File: config.mk
export PLATFORM = sky130hd
export DESIGN_NAME = kcov_ram
export DESIGN_NICKNAME = d
export VERILOG_FILES = /design/src/hw/rtl/kcov_ram.sv
export SDC_FILE = /design/constraint.sdc
export NUM_CORES = 2
export LEC_CHECK = 0
export BUFFER_PORTS_ARGS = -buffer_cell sky130_fd_sc_hd__clkbuf_2
export CAP_MARGIN = 5
export CORE_MARGIN = 10
export CORE_UTILIZATION = 45
export CTS_BUF_LIST = sky130_fd_sc_hd__clkbuf_4 sky130_fd_sc_hd__clkbuf_8
export DETAILED_ROUTE_END_ITERATION = 8
export PLACE_DENSITY = 0.59
export SLEW_MARGIN = 0
export SYNTH_ARGS = -nofsm -noshare
export SYNTH_HDL_FRONTEND = slang
export SYNTH_SLANG_ARGS = --single-unit
File: constraint.sdc
create_clock -name clk -period 6.66 [get_ports clk]
set_input_delay 0.333 -clock clk [delete_from_list [all_inputs] [get_ports clk]]
set_output_delay 0.333 -clock clk [all_outputs]
set_load 0.005 [all_outputs]
File: src/hw/rtl/kcov_ram.sv
// ----------------------------------------------------------------------------
// Generic simple dual-port RAM
// One write port, one read port with registered read data held when idle.
// ----------------------------------------------------------------------------
module kcov_ram #(
	parameter int WIDTH = 8,
	parameter int DEPTH = 256
) (
	input  logic                     clk,
	input  logic                     we,
	input  logic [$clog2(DEPTH)-1:0] waddr,
	input  logic [WIDTH-1:0]         wdata,
	input  logic                     re,
	input  logic [$clog2(DEPTH)-1:0] raddr,
	output logic [WIDTH-1:0]         rdata
);

	logic [WIDTH-1:0] mem_q [DEPTH];

	always_ff @(posedge clk) begin
		if (we) begin
			mem_q[waddr] <= wdata;
		end
		if (re) begin
			rdata <= mem_q[raddr];
		end
	end

endmodule

# ---- After elaboration in Yosys (flattened, before gate mapping)
# Memory sizes are Yosys's and may differ from the RTL's. A register that Yosys moved wholly into a read port is not among the register bits.
# Index checks and enable logic that the tools add are counted.
dict set report totals {
  output_inout_bits 8
  mem_bits_rw 2048
  in_bits 27
  elab_cells 3
  regBits 0
  memories 1
}
# memory words word_bits rd rd_clocked_by_memory_dff wr line_no
set memory_table {}
lappend memory_table {mem_q 256 8 1 1 1 18} ;# logic [WIDTH-1:0] mem_q [DEPTH];
dict set report op_classes {
  muxes 2
}
# cell count
set ops {}
lappend ops {{1-bit 2-to-1 mux} 2}

# ---- Longest topological paths before layout
dict set report logic_depth {
  depth_word 2
  ltp_mapped 11
  ltp_nobuf 6
}

# ---- Worst setup path before layout
# OpenSTA, ideal clock, no wires.
dict set report synth_path {
  path_type {input to register}
  startpoint {input port raddr[0]}
  endpoint {register rdata[2], read port of mem_q, data pin}
  stages 9
  arrival_ns 2.140
  setup_time_ns 0.269
  required_ns 6.391
  n_path_buf 4
  slack_ns 4.251
  path_cell_list {buf_6 > buf_12 > buf_8 > buf_2 > mux4_2 > a22oi_1 > a21oi_1 > nor4_1 > nor4_2}
}
# element line_no
set synth_lines {}
lappend synth_lines {{start: declaration} 14} ;# input logic [$clog2(DEPTH)-1:0] raddr,
lappend synth_lines {{end: declaration} 15} ;# output logic [WIDTH-1:0] rdata

# ---- Worst setup path after layout
dict set report layout_path {
  startpoint {input port waddr[1]}
  endpoint {memory mem_q[76][4] (enable)}
}
# element line_no
set layout_lines {}
lappend layout_lines {{start: declaration} 11} ;# input logic [$clog2(DEPTH)-1:0] waddr,
lappend layout_lines {{end: declaration} 18}
# Straight into the memory's write port.

==> metrics.md <==
| Metric | Value |
|---|---|
| Post-synthesis mux area share | 14.6% |
| Top-count cell post-synth | edfxtp_1 |
| Drt pass-1 iters | 6 |
| Area growth from synthesis to layout | 11.6% |
| Design Area, Final | 88,800 um2 |
| Crit path cell chain | dlygate4sd3_1, clkbuf_2, nor2_1, nand4_1, buf_4, nor2_1 |
| GRT met1 Usage | 29.1% |
| CTS tree | yes |
| Die Area | 194,000 um2 |
| Detailed Route WL | 200 mm |
| Unrepaired setup endpoints after global routing | false |
| Met3 GRT Util | 3.91% |
| Final Wtd Congestion | 0.800 |
| Critical path fanouts, max | 10 |
| #FFs+latches synth | 2,056 |
| Setup TNS | 0 ps |
| DRC Markers | 0 |
| Detail Placement HPWL | 118 mm |
| DP Area | 82,300 um2 |
| Synth cell types | 54 |
| Max stage delay cell, worst path | nand4_1 |
| Hold Path Class | in2reg |
| Num CTS Buffers | 353 |
| Root buf cell | clkbuf_8 |
| Initial antenna violation count | 5 |
| Most used cell along the critical path | nor2_1 |
| Gr ovfl total | 0 |
| Die Wd | 441 um |
| Setup violators final | 0 |
| Share of the synthesized area in the top cell type | 77.5% |
| Largest family of logic cells by synthesized area | multiplexers |
| I/O Buffers | 34 |
| Syn Nets | 3,760 |
| Post-CTS sizing | 0 |
| GRT Overall Usage | 20.5% |
| Die span in y | 441 um |
| Max Cap Viol | 0 |
| Adder-Cell Fraction of Synth Area | 0% |
| Top cells by count, synth | edfxtp_1 (2,056), mux4_2 (454), nor2_1 (282), mux2i_1 (134), a22oi_1 (133) |
| Fin. max-slew vios | 0 |
| Clock transition at path regs | 60 ps |
| I/O Pins | 35 |
| Crit. End Element | register |
| Register Area | 61,700 um2 |
| Outcome | finished, final reports clean |
| First-pass GRT wire length | 290 mm |
| Fin nets | 4,018 |
| Antenna-violating nets left | 0 |
| Area of the multi-input gates | 16,500 um2 |
| Post-synth top area cell | edfxtp_1 |
| Initial Util | 45.2% |
| Filler cells | 14,090 |
| Most Used Layer, Global Route | met2 |
| Async set-or-reset flop fraction in the synthesized netlist | 0% |
| Synth Cell Area | 79,600 um2 |
| Post-Synth XOR/XNOR Area | 0% |
| Vias in the first global route | 40,049 |
| Total leakage power | 0.0274 uW |
| Core area | 176,000 um2 |
| VDD IR max | 0.246 mV |
| Critical Path RT | 7290 ps |
| Clk_lat worst skew | 1040 ps |
| Crit Path Class | in2reg |
| Htree depth | 5 |
| Routed WL per cell | 30.4 um |
| Tcrit/Tclk final | 51.6% |
| Final min period | 3440 ps |
| Cells after Synth | 3,733 |
| Vias per cell | 5.94 |
| Placement Rows | 154 |
| Synth top area cells | edfxtp_1 (78%), mux4_2 (13%), mux2i_1 (1.7%), nor2_1 (1.3%), a22oi_1 (1.3%) |
| Arrival time worst endpoint | 4070 ps |
| Postcts setup bufs | 0 |
| CP startpoint kind | primary input |
| Mean post-synth cell area | 21.3 um2 |
| Post-synth EDFFs | 2,056 |
| Slowest cell delay on critical path | 1060 ps |
| Synth warn | 0 |
| Setup Skew | 81.0 ps |
| Fraction of layout cells with a size suffix above 1 | 26.5% |
| Sequential fraction of the synthesis area | 77.5% |
| PD cells | 295 nW/um2 |
| Synth Area in Simple Gates | 2.63% |
| Main flop type after synthesis | edfxtp_1 |
| Final hold slack | 123 ps |
| Largest net degree at the start of global routing | 161 |
| Achievable frequency | 291 MHz |
| Via count | 39,074 |
| Met2 usage | 32.5% |
| Clock buffer depth | 4 |
| Tightest Pin Transition | 1240 ps |
| Slew headroom | 17.2% |
| Clock Sinks | 2,056 |
| Violation count after the first detailed-route iteration | 4,318 |
| Count of final hold-check violations | 0 |
| Compound-cell area share of the yosys netlist | 3.42% |
==> layout by cell type (no fill, tap or decap), drive strengths merged, types with 6 or more instances in the layout <==
| cell type | synthesis | routed |
|---|---|---|
| mux2i | 134 | 134 |
| a22o | 8 | 8 |
| nor2 | 282 | 282 |
| a221oi | 14 | 14 |
| nor2b | 31 | 31 |
| nand2b | 8 | 8 |
| and2 | 6 | 6 |
| diode | 0 | 6 |
| o22ai | 28 | 28 |
| nand2 | 33 | 33 |
| mux4 | 456 | 456 |
| o221ai | 47 | 47 |
| dlygate4sd3 | 0 | 11 |
| o21ai | 12 | 12 |
| nand3 | 34 | 34 |
| nor4 | 27 | 27 |
| nor3 | 22 | 22 |
| a211oi | 16 | 16 |
| o211ai | 10 | 10 |
| a22oi | 133 | 133 |
| edfxtp | 2056 | 2056 |
| a21oi | 96 | 96 |
| clkbuf | 111 | 507 |
| buf | 122 | 103 |
| nand4 | 10 | 10 |
| clkinv | 1 | 103 |
==> what timing repair did <==
action,in CTS,in global routing
hold buffers,11,0
setup endpoints to repair,0,0
endpoints found under the hold margin,750,0
==> area by class of cell <==
class | count | area share, %
antenna | 6 | 0.0169
clock inverter | 110 | 0.615
sequential | 2056 | 69.5
multi-input combinational | 1442 | 18.6
clock buffer | 485 | 6.63
inverter | 2 | 0.00845
tap | 2340 | 3.30
timing repair buffer | 136 | 1.36
==> through the flow <==
stage | instances | worst slack [ps] | utilization [%] | total power (uW)
2_1_floorplan | 3733 | 4250 | - | 15200
3_3_place_gp | 5964 | 2130 | 46.7 | 15800
3_5_place_dp | 5965 | 2230 | 46.7 | 15800
4_1_cts | 6571 | 3360 | 50.4 | 26400
5_1_grt | 6575 | 3240 | 50.4 | 27100
6_report | 6577 | 3220 | 50.4 | 26200
==> state kept, by name (all words and copies together) (netlist names) <==
| register | flops |
|---|---|
| mem_q | 2048 |
| rdata | 8 |
==> worst max-delay path, delay by kind of cell <==
kind	cells	cell delay, ps
AND/OR/NAND/NOR	3	2320
buffers and inverters	3	1390
==> kinds of logic (layout without fill, tap and decap cells) <==
group           count (synthesis)  count (layout)
mux                           591             591
buf+inv                       235             733
simple gates                  466             466
other cells                     0               6
flops                        2056            2056
compound gates                385             385
==> path summary, 6_finish.rpt <==
path | from | endpoint | slack, ps | depth (start not counted)
max | waddr[1] | mem_q[76][4]$_DFFE_PP_ | 3220 | 6
min | waddr[0] | mem_q[167][3]$_DFFE_PP_ | 120 | 3
max reg2reg | mem_q[96][2]$_DFFE_PP_ | rdata[2]$_DFFE_PP_ | 3730 | 6
min reg2reg | mem_q[212][0]$_DFFE_PP_ | rdata[0]$_DFFE_PP_ | 1200 | 5
==> layer usage <==
metal  routed length (um)  vias to the layer above
li1                     -                    16271
met1                84600                    20897
met2                97000                     1571
met3                13200                      335
met4                 4950                        0
met5                    0                        -
==> power breakdown <==
group,internal [uW],total (uW),leakage (uW),switching [uW]
combinational,420,1260,0.00550,842
sequential,14300,14300,0.0185,15.4
clock,5780,10700,0.00344,4870
Power figures use the tool's default switching activity.
